### src/escape_rle_stream_decoder_assert.svh
// Assertion macros for the escape RLE stream decoder.
// Included by the RTL files that carry concurrent checks; no other dependencies.
`ifndef ESCAPE_RLE_STREAM_DECODER_ASSERT_SVH
`define ESCAPE_RLE_STREAM_DECODER_ASSERT_SVH

// Same-cycle implication, checked at every rising clock edge outside reset.
`define ERLE_ASSERT_IMPLY(label, clk, rst, ante, cons) \
   label: assert property (@(posedge clk) disable iff (rst) (ante) |-> (cons)) \
      else $error("erle check failed: same-cycle implication");

// Next-cycle implication, checked at every rising clock edge outside reset.
`define ERLE_ASSERT_NEXT(label, clk, rst, ante, cons) \
   label: assert property (@(posedge clk) disable iff (rst) (ante) |=> (cons)) \
      else $error("erle check failed: next-cycle implication");

`endif

### src/erle_pkg.sv
// Shared types and constants for the escape RLE stream decoder.
// Used by every module of the block; depends on nothing.
package erle_pkg;

   localparam int BYTE_W   = 8;
   localparam int LEN_W    = 24;
   localparam int REPEAT_W = 9;
   localparam int STATUS_W = 3;
   localparam int CSR_DATA_W = 32;
   localparam int CSR_ADDR_W = 3;
   localparam int RSP_DATA_W = 24;

   // Register index, taken from paddr[2]
   localparam logic CSR_IDX_EXPECTED_LENGTH = 1'b0;

   typedef enum logic [2:0] {
      PH_HDR0      = 3'd0,
      PH_HDR1      = 3'd1,
      PH_HDR2      = 3'd2,
      PH_ESCDEF    = 3'd3,
      PH_BODY      = 3'd4,
      PH_AFTER_ESC = 3'd5,
      PH_AFTER_CNT = 3'd6,
      PH_DISCARD   = 3'd7
   } phase_type;

   typedef enum logic [STATUS_W-1:0] {
      ST_OK       = 3'd0,
      ST_MISMATCH = 3'd1,
      ST_OVERFLOW = 3'd2,
      ST_TRUNC    = 3'd3,
      ST_SHORT    = 3'd4,
      ST_BUSY     = 3'd5
   } status_type;

   typedef struct packed {
      logic [BYTE_W-1:0] in_byte;
      logic              in_last;
   } req_item_type;

   typedef struct packed {
      logic [BYTE_W-1:0]   out_byte;
      logic [REPEAT_W-1:0] repeat_count;
      status_type          status;
      logic                done_res;
   } rsp_item_type;

endpackage

### src/erle_csr.sv
// APB-style configuration register holding expected_length.
// Depends on erle_pkg for widths and the register index.
module erle_csr (
   input  logic                              clock,
   input  logic                              reset,
   input  logic                              csr_psel,
   input  logic                              csr_penable,
   input  logic                              csr_pwrite,
   input  logic [erle_pkg::CSR_ADDR_W-1:0]   csr_paddr,
   input  logic [erle_pkg::CSR_DATA_W-1:0]   csr_pwdata,
   output logic [erle_pkg::CSR_DATA_W-1:0]   csr_prdata,
   output logic                              csr_pready,
   output logic [erle_pkg::LEN_W-1:0]        expected_length
);
   import erle_pkg::*;

   logic [LEN_W-1:0] expected_ff;
   logic [LEN_W-1:0] expected_in;
   logic             wr_en;

   assign csr_pready = 1'b1;
   assign wr_en = csr_psel & csr_penable & csr_pwrite & csr_pready
                  & (csr_paddr[2] == CSR_IDX_EXPECTED_LENGTH);

   always_comb begin
      expected_in = expected_ff;
      if (wr_en) begin
         expected_in = csr_pwdata[LEN_W-1:0];
      end
   end

   always_ff @(posedge clock) begin
      if (reset) begin
         expected_ff <= '0;
      end else begin
         expected_ff <= expected_in;
      end
   end

   always_comb begin
      csr_prdata = '0;
      if (csr_paddr[2] == CSR_IDX_EXPECTED_LENGTH) begin
         csr_prdata = {{(CSR_DATA_W-LEN_W){1'b0}}, expected_ff};
      end
   end

   assign expected_length = expected_ff;

endmodule

### src/erle_in_stage.sv
// Input register for packed record bytes, one request per cycle while the held one is popped.
// Depends on erle_pkg for the request item type.
module erle_in_stage (
   input  logic                   clock,
   input  logic                   reset,
   input  logic                   req_valid,
   output logic                   req_ready,
   input  erle_pkg::req_item_type req_item,
   input  logic                   pop,
   output logic                   item_valid,
   output erle_pkg::req_item_type item
);
   import erle_pkg::*;

   logic         valid_ff;
   logic         valid_in;
   req_item_type item_ff;
   logic         load;

   // Take a new request when empty or when the held one moves on this cycle
   assign req_ready = ~valid_ff | pop;
   assign load      = req_valid & req_ready;

   always_comb begin
      valid_in = valid_ff;
      if (load) begin
         valid_in = 1'b1;
      end else if (pop) begin
         valid_in = 1'b0;
      end
   end

   always_ff @(posedge clock) begin
      if (reset) begin
         valid_ff <= 1'b0;
      end else begin
         valid_ff <= valid_in;
      end
   end

   always_ff @(posedge clock) begin
      if (load) begin
         item_ff <= req_item;
      end
   end

   assign item_valid = valid_ff;
   assign item       = item_ff;

endmodule

### src/erle_core.sv
// Record phase machine, run-length decode and result register.
// Depends on erle_pkg and the assertion macro header.
`include "escape_rle_stream_decoder_assert.svh"

module erle_core (
   input  logic                          clock,
   input  logic                          reset,
   input  logic [erle_pkg::LEN_W-1:0]    expected_length,
   input  logic                          item_valid,
   input  erle_pkg::req_item_type        item,
   output logic                          pop,
   output logic                          rsp_valid,
   input  logic                          rsp_ready,
   output erle_pkg::rsp_item_type        rsp_item
);
   import erle_pkg::*;

   phase_type        phase_ff, phase_in;
   logic [15:0]      decl_hi_ff, decl_hi_in;   // first two header bytes
   logic [BYTE_W-1:0] esc_ff, esc_in;
   logic [BYTE_W-1:0] pend_ff, pend_in;
   logic [LEN_W-1:0] produced_ff, produced_in;
   logic             out_valid_ff, out_valid_in;
   rsp_item_type     out_ff;

   logic [BYTE_W-1:0]   b;
   logic                last;
   logic                emit_req;
   logic [BYTE_W-1:0]   emit_value;
   logic [REPEAT_W-1:0] emit_count;
   logic [LEN_W:0]      sum;
   logic                overflow;
   logic                mismatch;
   logic                res_valid;
   rsp_item_type        res;

   assign b    = item.in_byte;
   assign last = item.in_last;

   // Move the held byte on when the result register is free or being drained
   assign pop = item_valid & (~out_valid_ff | rsp_ready);

   // Candidate data result and its overflow check
   always_comb begin
      emit_req   = 1'b0;
      emit_value = b;
      emit_count = REPEAT_W'(1);
      case (phase_ff)
         PH_BODY: begin
            emit_req = (b != esc_ff);
         end
         PH_AFTER_ESC: begin
            emit_req   = (b == '0);
            emit_value = esc_ff;
         end
         PH_AFTER_CNT: begin
            emit_req   = 1'b1;
            emit_count = {1'b0, pend_ff} + REPEAT_W'(1);
         end
         default: begin
            emit_req = 1'b0;
         end
      endcase
   end

   assign sum      = {1'b0, produced_ff} + {{(LEN_W+1-REPEAT_W){1'b0}}, emit_count};
   assign overflow = sum > {1'b0, expected_length};
   assign mismatch = {decl_hi_ff, b} != expected_length;

   // Next phase
   always_comb begin
      phase_in = phase_ff;
      case (phase_ff)
         PH_HDR0:   phase_in = last ? PH_HDR0 : PH_HDR1;
         PH_HDR1:   phase_in = last ? PH_HDR0 : PH_HDR2;
         PH_HDR2: begin
            if (last) begin
               phase_in = PH_HDR0;
            end else if (mismatch) begin
               phase_in = PH_DISCARD;
            end else begin
               phase_in = PH_ESCDEF;
            end
         end
         PH_ESCDEF: phase_in = last ? PH_HDR0 : PH_BODY;
         PH_BODY, PH_AFTER_ESC, PH_AFTER_CNT: begin
            if (last) begin
               phase_in = PH_HDR0;
            end else if (emit_req) begin
               phase_in = overflow ? PH_DISCARD : PH_BODY;
            end else if (phase_ff == PH_BODY) begin
               phase_in = PH_AFTER_ESC;
            end else begin
               phase_in = PH_AFTER_CNT;
            end
         end
         PH_DISCARD: phase_in = last ? PH_HDR0 : PH_DISCARD;
         default:   phase_in = PH_HDR0;
      endcase
   end

   // Record datapath registers
   always_comb begin
      decl_hi_in = decl_hi_ff;
      esc_in     = esc_ff;
      pend_in    = pend_ff;
      case (phase_ff)
         PH_HDR0:      decl_hi_in = {b, 8'h00};
         PH_HDR1:      decl_hi_in = {decl_hi_ff[15:8], b};
         PH_ESCDEF:    esc_in     = b;
         PH_AFTER_ESC: pend_in    = b;
         default:      pend_in    = pend_ff;
      endcase
      if (phase_in == PH_HDR0) begin
         produced_in = '0;
      end else if (emit_req && !overflow) begin
         produced_in = sum[LEN_W-1:0];
      end else begin
         produced_in = produced_ff;
      end
   end

   // Result for this byte
   always_comb begin
      res_valid        = 1'b0;
      res.out_byte     = '0;
      res.repeat_count = '0;
      res.status       = ST_TRUNC;
      res.done_res     = 1'b1;
      case (phase_ff)
         PH_HDR0, PH_HDR1: begin
            res_valid = last;
         end
         PH_HDR2: begin
            res_valid  = last | mismatch;
            res.status = last ? ST_TRUNC : ST_MISMATCH;
         end
         PH_ESCDEF: begin
            res_valid  = last;
            res.status = (expected_length == '0) ? ST_OK : ST_SHORT;
         end
         PH_BODY, PH_AFTER_ESC, PH_AFTER_CNT: begin
            if (emit_req) begin
               res_valid = 1'b1;
               if (overflow) begin
                  res.status = ST_OVERFLOW;
               end else begin
                  res.out_byte     = emit_value;
                  res.repeat_count = emit_count;
                  res.done_res     = last;
                  if (!last) begin
                     res.status = ST_BUSY;
                  end else if (sum[LEN_W-1:0] == expected_length) begin
                     res.status = ST_OK;
                  end else begin
                     res.status = ST_SHORT;
                  end
               end
            end else begin
               res_valid = last;
            end
         end
         default: begin
            res_valid = 1'b0;
         end
      endcase
   end

   always_comb begin
      out_valid_in = out_valid_ff & ~rsp_ready;
      if (pop) begin
         out_valid_in = res_valid;
      end
   end

   always_ff @(posedge clock) begin
      if (reset) begin
         phase_ff     <= PH_HDR0;
         produced_ff  <= '0;
         decl_hi_ff   <= '0;
         esc_ff       <= '0;
         pend_ff      <= '0;
         out_valid_ff <= 1'b0;
      end else begin
         out_valid_ff <= out_valid_in;
         if (pop) begin
            phase_ff    <= phase_in;
            produced_ff <= produced_in;
            decl_hi_ff  <= decl_hi_in;
            esc_ff      <= esc_in;
            pend_ff     <= pend_in;
         end
      end
   end

   always_ff @(posedge clock) begin
      if (pop && res_valid) begin
         out_ff <= res;
      end
   end

   assign rsp_valid = out_valid_ff;
   assign rsp_item  = out_ff;

   `ERLE_ASSERT_NEXT(a_last_restarts, clock, reset, pop && item.in_last, phase_ff == PH_HDR0)
   `ERLE_ASSERT_IMPLY(a_busy_is_data, clock, reset, out_valid_ff && !out_ff.done_res,
      out_ff.status == ST_BUSY && out_ff.repeat_count != '0)
   `ERLE_ASSERT_IMPLY(a_status_only, clock, reset, out_valid_ff && out_ff.repeat_count == '0,
      out_ff.done_res && out_ff.out_byte == '0)

endmodule

### src/escape_rle_stream_decoder.sv
// An accepted request is registered in the input stage, and its result in the result register that drives rsp.
// Throughput: one packed byte per cycle while rsp is not stalled; header, escape and count bytes give no data result.
// A run is one result with its repeat count; the rate is set by the single-pass decode stage.
// Reset (synchronous, active high) clears the record phase, counters, both stages and
// expected_length (to 0); no clearing pass is needed.
module escape_rle_stream_decoder (
   input  logic                              clock,
   input  logic                              reset,
   // request channel
   input  logic                              req_tvalid,
   output logic                              req_tready,
   input  logic [7:0]                        req_tdata,   // [7:0] in_byte
   input  logic                              req_tlast,   // in_last
   // result channel
   output logic                              rsp_tvalid,
   input  logic                              rsp_tready,
   output logic [erle_pkg::RSP_DATA_W-1:0]   rsp_tdata,   // [7:0] out_byte, [16:8] repeat_count
   output logic [erle_pkg::STATUS_W-1:0]     rsp_tuser,   // [2:0] status
   output logic                              rsp_tlast,   // done_res
   // configuration
   input  logic                              csr_psel,
   input  logic                              csr_penable,
   input  logic                              csr_pwrite,
   input  logic [erle_pkg::CSR_ADDR_W-1:0]   csr_paddr,
   input  logic [erle_pkg::CSR_DATA_W-1:0]   csr_pwdata,
   output logic [erle_pkg::CSR_DATA_W-1:0]   csr_prdata,
   output logic                              csr_pready
);
   import erle_pkg::*;

   logic [LEN_W-1:0] expected_length;
   req_item_type     req_item;
   req_item_type     item;
   logic             item_valid;
   logic             pop;
   rsp_item_type     rsp_item;

   assign req_item.in_byte = req_tdata;
   assign req_item.in_last = req_tlast;

   erle_csr u_csr (
      .clock           (clock),
      .reset           (reset),
      .csr_psel        (csr_psel),
      .csr_penable     (csr_penable),
      .csr_pwrite      (csr_pwrite),
      .csr_paddr       (csr_paddr),
      .csr_pwdata      (csr_pwdata),
      .csr_prdata      (csr_prdata),
      .csr_pready      (csr_pready),
      .expected_length (expected_length)
   );

   erle_in_stage u_in_stage (
      .clock      (clock),
      .reset      (reset),
      .req_valid  (req_tvalid),
      .req_ready  (req_tready),
      .req_item   (req_item),
      .pop        (pop),
      .item_valid (item_valid),
      .item       (item)
   );

   erle_core u_core (
      .clock           (clock),
      .reset           (reset),
      .expected_length (expected_length),
      .item_valid      (item_valid),
      .item            (item),
      .pop             (pop),
      .rsp_valid       (rsp_tvalid),
      .rsp_ready       (rsp_tready),
      .rsp_item        (rsp_item)
   );

   assign rsp_tdata = {{(RSP_DATA_W-REPEAT_W-BYTE_W){1'b0}},
                       rsp_item.repeat_count, rsp_item.out_byte};
   assign rsp_tuser = rsp_item.status;
   assign rsp_tlast = rsp_item.done_res;

endmodule
### config.mk
export PLATFORM = sky130hd
export DESIGN_NAME = escape_rle_stream_decoder
export DESIGN_NICKNAME = d
export VERILOG_FILES = /design/src/erle_pkg.sv /design/src/erle_csr.sv /design/src/erle_in_stage.sv /design/src/erle_core.sv /design/src/escape_rle_stream_decoder.sv
export VERILOG_INCLUDE_DIRS = /design/src /design/src/src
export SDC_FILE = /design/constraint.sdc
export NUM_CORES = 1
export LEC_CHECK = 0
export ABC_CLOCK_PERIOD_IN_PS = 13600
export BUFFER_PORTS_ARGS = -buffer_cell sky130_fd_sc_hd__buf_2
export CAP_MARGIN = 40
export CORE_ASPECT_RATIO = 0.7
export CORE_MARGIN = 10
export CORE_UTILIZATION = 40
export DETAILED_ROUTE_END_ITERATION = 10
export PLACE_DENSITY_LB_ADDON = 0.25
export RECOVER_POWER = 100
export SLEW_MARGIN = 20
export SYNTH_ARGS = -nofsm -noshare
export SYNTH_HDL_FRONTEND = slang
export SYNTH_SLANG_ARGS = --single-unit
### constraint.sdc
create_clock -name clock -period 13.6 [get_ports clock]
set_input_delay 0.68 -clock clock [delete_from_list [all_inputs] [get_ports clock]]
set_output_delay 0.68 -clock clock [all_outputs]
set_load 0.05 [all_outputs]
==> results of run 1 <==
metal layers:
metal,wire [um],up-vias
met5,0,-
met4,112,0
met3,1260,12
met2,7550,182
met1,9220,2543
li1,-,2789
worst max-delay path, cell delays in order, from the launching register on:
cell       delay [ns]
dfxtp_1          0.79
nor2_1           0.24
nand2_1          0.14
ha_1             0.20
inv_1            0.07
fa_1             0.39
nand2b_1         0.17
a21oi_1          0.24
a2bb2oi_1        0.66
nand2_1          0.31
nor2_1           0.20
xnor2_1          0.12
ha_1             0.32
nand4_1          0.14
nor4_1           0.56
nand3_1          0.29
a21o_1           0.55
nor3_1           1.77
nand2_2          0.22
o31ai_1          0.28
kinds of logic (layout without fill, tap and decap cells):
group,count (synthesis),count (layout),share of synthesized area [%]
AND/OR/NAND/NOR,301,301,21.6
AO/OA/AOI/OAI,160,160,15.0
flip-flops,115,115,40.3
buffers and inverters,94,157,6.64
XOR/XNOR,60,60,8.14
adder cells (fa/ha/maj),35,35,6.90
multiplexers,8,8,1.24
other,2,16,0.116
path summary, 6_finish.rpt:
check                       startpoint                endpoint  slack [ns]  depth (start not counted)
hold / removal            req_tdata[4]      u_in_stage.item[5]        0.44                          1
setup / recovery    u_core.phase_ff[0]  u_core.produced_ff[13]        5.87                         19
setup reg to reg    u_core.phase_ff[0]  u_core.produced_ff[13]        5.87                         19
hold reg to reg   u_core.decl_hi_ff[5]    u_core.decl_hi_ff[5]        0.47                          2
cells in the final DEF (no fill, tap or decap), drive strengths merged, types with 3 or more instances in the layout:
cell type / synthesis / routed
nand2: 129 / 129
a21oi: 89 / 89
dfxtp: 85 / 85
clkbuf: 38 / 67
nor2: 58 / 58
buf: 23 / 43
inv: 33 / 39
xnor2: 36 / 36
ha: 34 / 34
nand3: 30 / 30
edfxtp: 30 / 30
xor2: 24 / 24
o21ai: 22 / 22
conb: 2 / 16
nand4: 14 / 14
a22o: 14 / 14
nor3: 14 / 14
nor4: 13 / 13
nand2b: 11 / 11
mux2i: 8 / 8
a31oi: 7 / 7
clkinv: 0 / 7
or3: 5 / 5
o211ai: 5 / 5
and2: 5 / 5
nor2b: 4 / 4
and3: 4 / 4
o21a: 3 / 3
or2: 3 / 3
a21o: 3 / 3
or4: 3 / 3
a211oi: 3 / 3
o311ai: 3 / 3
flip-flops by register name, indices dropped and copies added (netlist names):
signal	flops
u_core.esc_ff	8
u_in_stage.item_valid	1
u_in_stage.item	9
u_core.decl_hi_ff	16
u_core.produced_ff	24
u_core.pend_ff	8
u_core.rsp_item	21
u_core.rsp_valid	1
u_csr.expected_length	24
u_core.phase_ff	3
Yosys cell counts, drive strengths merged, types with 2 or more instances:
library cell  number
a211oi             3
a21o               3
a21oi             89
a221oi             2
a22o              14
a31oi              7
and2               5
and3               4
and4               2
buf               23
clkbuf            38
conb               2
dfxtp             85
edfxtp            30
ha                34
inv               33
mux2i              8
nand2            129
nand2b            11
nand3             30
nand3b             2
nand4             14
nand4b             2
nor2              58
nor2b              4
nor3              14
nor4              13
o211ai             5
o21a               3
o21ai             22
o311ai             3
o31ai              2
or2                3
or3                5
or4                3
xnor2             36
xor2              24
metrics by stage:
step | worst slack, ns | std cells
floorplan | 8.44 | 789
global placement | 6.89 | 1017
detailed placement | 7.21 | 1019
CTS | 7.20 | 1051
global route | 5.25 | 1052
finish | 5.87 | 1052
power by group through the flow:
stage                     registers, W   logic, W  clock network (W)
after floorplan               0.000374  0.0000507                  0
after global placement        0.000376  0.0000659                  0
after detailed placement      0.000376  0.0000667                  0
after CTS                     0.000368  0.0000670           0.000416
after global routing          0.000369  0.0000718           0.000434
final                         0.000369  0.0000663           0.000410
layout make-up:
class                   count  area share, %
multi-input cells         580           46.7
clock inverters            14           1.39
well taps                 200           3.38
repair buffers             92           5.70
clock buffers              18           5.94
flip-flops and latches    115           35.2
inverters                  33           1.68
==> qor.txt, run 1 <==
================================================================================
Run status                                                          finished with violations
Failing checks                                                      max-capacitance violations, max-slew violations
First-pass GRT wire length                                              28300 um
Antenna diode instance count                                                   0
Fraction of power spent switching nets                                     27.2%
Post-synthesis async set-or-reset flop share                                  0%
Initial Util                                                               41.3%
Final #Nets                                                                  925
Number of flops mapped to enable cells by yosys                               30
Sequential power share                                                     43.6%
Max Clk Rate                                                           0.129 GHz
Top-level I/O count                                                          114
Final-layout worst hold slack                                           0.444 ns
Worst EP arrival                                                         8.05 ns
Min cycle time layout                                                    7.73 ns
Via count                                                                   5526
Total area of multi-input combinational cells                          3450 um^2
HPWL after detailed placement                                           13500 um
M3 GR Usage                                                                4.59%
Final clock skew                                                       0.0112 ns
TritonCTS Buffers                                                             17
Relative max-transition margin                                             -107%
Final worst path period share                                              56.8%
Post CTS Setup Buffer Count                                                    0
Cells after Synth                                                            775
Sequential cell area                                                   2600 um^2
Yosys warnings                                                                 0
CTS clk-pin slew, worst paths                                            0.06 ns
Clock Root Buffer                                                      clkbuf_16
Detail-routed via count per cell                                            5.25
GRT Total Usage                                                            16.4%
Max-capacitance violation count                                                2
Clock sinks                                                                  115
Pin count of the biggest net entering global routing                          69
Cell area after synthesis                                              6460 um^2
Critical Path Source Type                                                   flop
Die X                                                                     172 um
Mean post-synth cell area                                              8.33 um^2
Accumulated negative setup slack                                            0 ns
Ratio of cells with drive above 1 in the final layout                      9.62%
Height of the die                                                         126 um
Required arrival time at the worst endpoint                             13.93 ns
Number of hold-repair buffers added at the cts stage                           0
Die Outline Area                                                      21700 um^2
Aggregate global routing overflow                                              0
Wire length per cell after detailed routing                              17.2 um
Hold Vio Cnt, Final                                                            0
Maximum level of the CTS H-tree                                                4
Sequential element share of the synthesized area                           40.3%
Clock latency on the worst-skew pair                                     0.41 ns
Filler cells                                                                1567
Power per cell area                                                  114 nW/um^2
Portion of total power attributed to combinational logic                    7.8%
First-pass detailed-route iteration total                                      5
Core utilization of the finished layout                                    47.3%
Placeable core region                                                 15600 um^2
PnR Total Power                                                       0.000845 W
Reported leakage power                                                   2.83 nW
Final weighted congestion in routability-driven placement                  0.884
Worst setup path class                                                   reg2reg
Number of antenna violations at the first check in global routing              0
Setup repair after global routing missed its margin                           no
Row Count                                                                     38
Most used DFF post-synth                                                 dfxtp_1
Most crowded layer after global routing                                     met1
Post-route ant nets                                                            0
Flops & latches, synth                                                       115
Maximum root-to-sink buffer count                                              2
Placed instance area                                                   6930 um^2
Layout Area Growth over Synthesis                                          14.5%
Met1 capacity usage during global routing                                  24.0%
Cell type with the largest total area after synthesis                    dfxtp_1
Count of pins over their slew limit                                           85
Global routing usage on met2                                               23.4%
Internal Pwr Total                                                    0.000615 W
Tightest Pin Transition                                                  3.10 ns
Final Setup Violations                                                         0
Worst setup EP type                                                         flop
Worst vdd ir                                                           0.0738 mV
Share of Yosys cell area claimed by the top area cell type                 26.3%
Count of cells resized by post-cts repair                                      0
CTS tree                                                                   built
Worst hold path type                                                      in2reg
Input/output buffers                                                          87
Wire length after detailed routing                                      18100 um
Cell variety after synth                                                      56
Critical path peak fanout                                                     23
Share of power burned in the clock network                                 48.5%
Final standard cell area without fillers                               7390 um^2
Area contributors post-synth                                        dfxtp_1, edfxtp_1, nand2_1
Switching Power                                                       0.000230 W
Number of DRC markers after the initial detailed-route iteration             515
Post-route DRC violation count                                                 0
Vias in the first global route                                              5151
================================================================================
Power figures use the tool's default switching activity.
==> run 2: changes to the inputs <==
Settings changed: ABC_CLOCK_PERIOD_IN_PS 13600 to 7600.
Clock period 13.6 ns to 7.6 ns, I/O delays scaled along.
==> qor.txt, run 2 (same netlist as run 1, synthesis figures left out) <==
================================================================================
Count of pins over their slew limit                                           69
Antenna diode instance count                                                   0
Hold Vio Cnt, Final                                                            0
Worst EP arrival                                                         6.63 ns
Post-route DRC violation count                                                 0
PnR Total Power                                                        0.00159 W
Number of hold-repair buffers added at the cts stage                           0
Number of DRC markers after the initial detailed-route iteration             472
HPWL after detailed placement                                           13500 um
Critical path peak fanout                                                     22
Total instance count after detailed placement                               1020
GRT Total Usage                                                            17.0%
Via count                                                                   5539
Final Setup Violations                                                         0
Worst setup slack for register-to-register paths                         1.27 ns
Number of antenna violations at the first check in global routing              0
Max-capacitance violation count                                                1
Die X                                                                     172 um
First-pass detailed-route iteration total                                      5
Aggregate global routing overflow                                              0
Tightest Pin Transition                                                  3.15 ns
Maximum root-to-sink buffer count                                              2
Count of cells resized by post-cts repair                                      0
Layout Cells excl Fill                                                      1053
Detail-routed via count per cell                                            5.26
Relative max-transition margin                                             -110%
Final weighted congestion in routability-driven placement                  0.894
Maximum level of the CTS H-tree                                                4
Min cycle time layout                                                    6.33 ns
Height of the die                                                         126 um
First-pass GRT wire length                                              29300 um
Share of power burned in the clock network                                 51.1%
Input/output buffers                                                          87
Clock Root Buffer                                                      clkbuf_16
Post CTS Setup Buffer Count                                                    0
Pin count of the biggest net entering global routing                          69
Filler cells                                                                1593
Worst vdd ir                                                            0.125 mV
Commonest cells after routing, fill and taps aside                  nand2_1, a21oi_1, dfxtp_1
Wire length after detailed routing                                      18400 um
Die Outline Area                                                      21700 um^2
TritonCTS Buffers                                                             17
Clock sinks                                                                  115
Final clock skew                                                       0.0116 ns
Initial Util                                                               41.3%
Clock latency on the worst-skew pair                                     0.41 ns
Critical Path Source Type                                                   flop
Ratio of cells with drive above 1 in the final layout                      9.85%
Reported leakage power                                                   2.85 nW
Setup repair after global routing missed its margin                           no
Top-level I/O count                                                          114
Accumulated negative setup slack                                            0 ns
CTS tree                                                                   built
Sequential power share                                                     41.4%
Switching Power                                                       0.000428 W
Power per cell area                                                  213 nW/um^2
Worst setup EP type                                                         flop
Internal Pwr Total                                                     0.00116 W
Worst setup path class                                                   reg2reg
Vias in the first global route                                              5316
Max Clk Rate                                                           0.158 GHz
Worst hold path type                                                      in2reg
Row Count                                                                     38
Failing checks                                                      max-capacitance violations, max-slew violations
Wire length per cell after detailed routing                              17.4 um
Portion of total power attributed to combinational logic                    7.5%
Final #Nets                                                                  926
Leading cell type in the layout, fill and taps excluded                  nand2_1
Required arrival time at the worst endpoint                              7.90 ns
Placeable core region                                                 15600 um^2
Run status                                                          finished with violations
Layout Area Growth over Synthesis                                          15.7%
Fraction of power spent switching nets                                     26.9%
Final worst path period share                                              83.3%
CTS clk-pin slew, worst paths                                            0.06 ns
Post-route ant nets                                                            0
================================================================================
## run 2: path summary, 6_finish.rpt
kind	from	end	cells past startpoint
worst max-delay path	u_core.phase_ff[0]	u_core.produced_ff[19]	19
worst min-delay path	req_tdata[5]	u_in_stage.item[6]	1
worst max register to register	u_core.phase_ff[0]	u_core.produced_ff[19]	19
worst min register to register	u_core.decl_hi_ff[5]	u_core.decl_hi_ff[5]	2
## run 2: final cells by class
class | count | area, um^2 | area share [%]
Clock inverter | 15 | 171 | 2.29
Sequential cell | 115 | 2600 | 34.8
Clock buffer | 17 | 425 | 5.69
Multi-Input combinational cell | 580 | 3470 | 46.5
Timing Repair Buffer | 93 | 428 | 5.72
Tap cell | 200 | 250 | 3.35
Inverter | 33 | 124 | 1.66
## run 2: power by group through the flow
stage	registers, W	logic (W)	clock network (W)
final	0.000659	0.000119	0.000813
after global placement	0.000672	0.000118	0
after global routing	0.000660	0.000131	0.000855
after detailed placement	0.000672	0.000120	0
after CTS	0.000659	0.000120	0.000826
after floorplan	0.000669	0.0000908	0
## run 2: critical path, stage by stage, from the launching register on
cell and delay [ns]:
dfxtp_1 0.78, nor2_1 0.24, nand2_1 0.13, ha_1 0.20, inv_1 0.06, fa_1 0.39, nand2b_1 0.17, a21oi_1 0.21
a2bb2oi_1 0.66, nand2_1 0.32, nor2_1 0.20, xnor2_1 0.11, ha_1 0.32, nand4_1 0.13, nor4_1 0.57, nand3_1 0.34
a21oi_2 0.69, nand3_1 0.18, or3_1 0.35, a21oi_1 0.15
## run 2: through the flow
step | setup WS, ns | cell area (um^2) | util, % | hold WS [ns]
finish | 1.27 | 7470 | 47.8 | 0.135
global route | 0.629 | 7470 | 47.8 | 0.118
CTS | 1.41 | 7540 | 48.2 | 0.122
detailed placement | 1.48 | 6940 | 44.4 | 0.456
global placement | 1.57 | 6930 | 44.3 | 0.456
floorplan | 2.44 | 6510 | - | 0.443
## run 2: routing by layer
layer,share of wire [%],vias to the layer above,track usage (%)
li1,-,2794,-
met1,50,2563,24.8
met2,42,176,23.9
met3,7.7,6,4.83
met4,0.39,0,3.89
met5,0,-,0
==> run 3: changes to the inputs <==
Settings changed: ABC_AREA set to 1, ABC_CLOCK_PERIOD_IN_PS 7600 to 5860.
Clock period 7.6 ns to 5.86 ns, I/O delays scaled along.
==> qor.txt, run 3 <==
================================================================================
Number of antenna violations at the first check in global routing              0
Relative max-transition margin                                            -19.7%
Post-route ant nets                                                            0
Most used DFF post-synth                                                 dfxtp_1
GRT Total Usage                                                            17.6%
Layout Cells excl Fill                                                      1292
Via count                                                                   6345
Hold Vio Cnt, Final                                                            0
Sequential power share                                                     39.7%
Final clock skew                                                      0.00794 ns
Critical path peak fanout                                                     20
Standard cell with the maximum stage delay on the critical path         a211oi_1
Height of the die                                                         130 um
Layout Area Growth over Synthesis                                          15.5%
Maximum root-to-sink buffer count                                              2
Worst vdd ir                                                            0.162 mV
Post CTS Setup Buffer Count                                                    0
Die Outline Area                                                      23000 um^2
Power per cell area                                                  280 nW/um^2
Input/output buffers                                                          87
Required arrival time at the worst endpoint                              6.05 ns
Most frequent cell after synthesis                                       nand2_1
Wire length per cell after detailed routing                              15.7 um
Clock latency on the worst-skew pair                                     0.42 ns
CTS clk-pin slew, worst paths                                            0.06 ns
Number of flops mapped to enable cells by yosys                               30
Share of power burned in the clock network                                 44.9%
TritonCTS Buffers                                                             17
Commonest cells after routing, fill and taps aside                  nand2_1, nor2_1, inv_1
Run status                                                          finished with violations
Area contributors post-synth                                        dfxtp_1, edfxtp_1, nand2_1
Maximum single-stage delay on the critical path                          0.39 ns
Maximum level of the CTS H-tree                                                4
Clock Root Buffer                                                      clkbuf_16
Accumulated negative setup slack                                            0 ns
Leading cell type in the layout, fill and taps excluded                  nand2_1
Post-route DRC violation count                                                 0
Met3 wirelength from detailed routing                                    1550 um
Portion of total power attributed to combinational logic                   15.4%
Tightest Pin Transition                                                  1.80 ns
Pin count of the biggest net entering global routing                          49
Ratio of cells with drive above 1 in the final layout                      8.29%
Uppermost layer routed                                                      met4
Yosys warnings                                                                 0
First-pass GRT wire length                                              31800 um
Worst hold path type                                                      in2reg
Internal Pwr Total                                                     0.00158 W
Clock sinks                                                                  115
Vias in the first global route                                              5821
Worst setup path class                                                   reg2reg
Sequential element share of the synthesized area                           37.6%
Die X                                                                     177 um
Reported leakage power                                                   3.79 nW
Post-synthesis async set-or-reset flop share                                  0%
Switching Power                                                       0.000658 W
Cell type with the largest total area after synthesis                    dfxtp_1
Initial Util                                                               40.5%
Detail-routed via count per cell                                            4.91
Max-capacitance violation count                                                1
Count of pins over their slew limit                                           49
Total instance count after detailed placement                               1256
Wire length after detailed routing                                      20300 um
Worst EP arrival                                                         5.27 ns
Final weighted congestion in routability-driven placement                  0.983
Antenna diode instance count                                                   0
Worst setup EP type                                                         flop
Flops & latches, synth                                                       115
Max Clk Rate                                                           0.197 GHz
HPWL after detailed placement                                           15500 um
Final #Nets                                                                 1134
Placeable core region                                                 17100 um^2
Number of DRC markers after the initial detailed-route iteration             598
CTS tree                                                                   built
Cell area after synthesis                                              6920 um^2
Row Count                                                                     40
Routed length on met1                                                   10500 um
Crit path top cell by count                                              nand2_1
Cells after Synth                                                            967
First-pass detailed-route iteration total                                      5
Critical Path Source Type                                                   flop
Share of Yosys cell area claimed by the top area cell type                 24.6%
Number of hold-repair buffers added at the cts stage                           0
Final worst path period share                                              86.8%
Failing checks                                                      max-capacitance violations, max-slew violations
Routed length on met2                                                    8030 um
Top-level I/O count                                                          114
Count of cells resized by post-cts repair                                      0
Final Setup Violations                                                         0
Aggregate global routing overflow                                              0
Setup repair after global routing missed its margin                           no
Cell variety after synth                                                      42
Top cell types by occurrence after synthesis                        nand2_1, nor2_1, inv_1
Fraction of power spent switching nets                                     29.4%
Mean post-synth cell area                                              7.15 um^2
Min cycle time layout                                                    5.09 ns
================================================================================
run 3: worst max-delay path: cells and delay by family, from the launching register on:
family	cells	cell delay, ns
DFF	1	0.38
and+or+nand+nor	14	1.68
buffers and inverters	7	1.09
AOI/OAI and AO/OA	3	0.90
xor gates and xnor gates	1	0.19
adders and majority gates	2	0.60
run 3: area by class of cell:
| cell class | count | area [um^2] |
|---|---|---|
| tap | 231 | 289 |
| timing repair buffer | 99 | 455 |
| clock buffer | 18 | 429 |
| sequential | 115 | 2600 |
| inverter | 138 | 518 |
| clock inverter | 14 | 140 |
| multi-input combinational | 677 | 3560 |
| fill | 1752 | 9070 |
run 3: final timing paths:
| kind | start | endpoint | slack (ns) | cells after the start |
|---|---|---|---|---|
| hold / removal | req_tdata[0] | u_in_stage.item[1] | 0.04 | 1 |
| setup / recovery | u_core.phase_ff[2] | u_core.rsp_item[20] | 0.77 | 27 |
| setup reg to reg | u_core.phase_ff[2] | u_core.rsp_item[20] | 0.77 | 27 |
| hold reg to reg | u_core.decl_hi_ff[1] | u_core.decl_hi_ff[1] | 0.49 | 2 |
run 3: cell families (layout without fill, tap and decap cells):
group	Yosys count	after routing	synth area share, %
simple gates	410	410	25.2
buf+inv	189	269	11.5
flops	115	115	37.6
fa+ha+maj	35	35	6.44
other cells	2	16	0.109
compound gates	174	174	13.8
xor+xnor	42	42	5.32
run 3: routing by layer:
| metal | vias to the layer above | global-route usage (%) |
|---|---|---|
| met2 | 223 | 24.3 |
| met1 | 2836 | 25.8 |
| met3 | 26 | 5.37 |
| li1 | 3260 | - |
| met4 | 0 | 4.53 |
| met5 | - | 0 |
run 3: power by group through the flow:
| stage | Clock [W] | Combinational [W] | Sequential (W) |
|---|---|---|---|
| after floorplan | 0 | 0.000248 | 0.000917 |
| after global placement | 0 | 0.000340 | 0.000904 |
| after detailed placement | 0 | 0.000345 | 0.000904 |
| after CTS | 0.00102 | 0.000347 | 0.000888 |
| after global routing | 0.00105 | 0.000387 | 0.000893 |
| final | 0.00100 | 0.000344 | 0.000889 |
run 3: stage by stage:
stage | worst slack [ns] | area, um^2 | hold WS [ns] | total power (W) | util, %
after floorplan | 1.88 | 6970 | 0.392 | 0.00116 | -
after global placement | 1.01 | 7470 | 0.471 | 0.00124 | 43.8
after detailed placement | 1.00 | 7490 | 0.472 | 0.00125 | 43.9
after CTS | 0.934 | 8060 | 0.0315 | 0.00225 | 47.3
after global routing | 0.185 | 7990 | 0.0285 | 0.00233 | 46.8
final | 0.772 | 7990 | 0.0436 | 0.00224 | 46.8
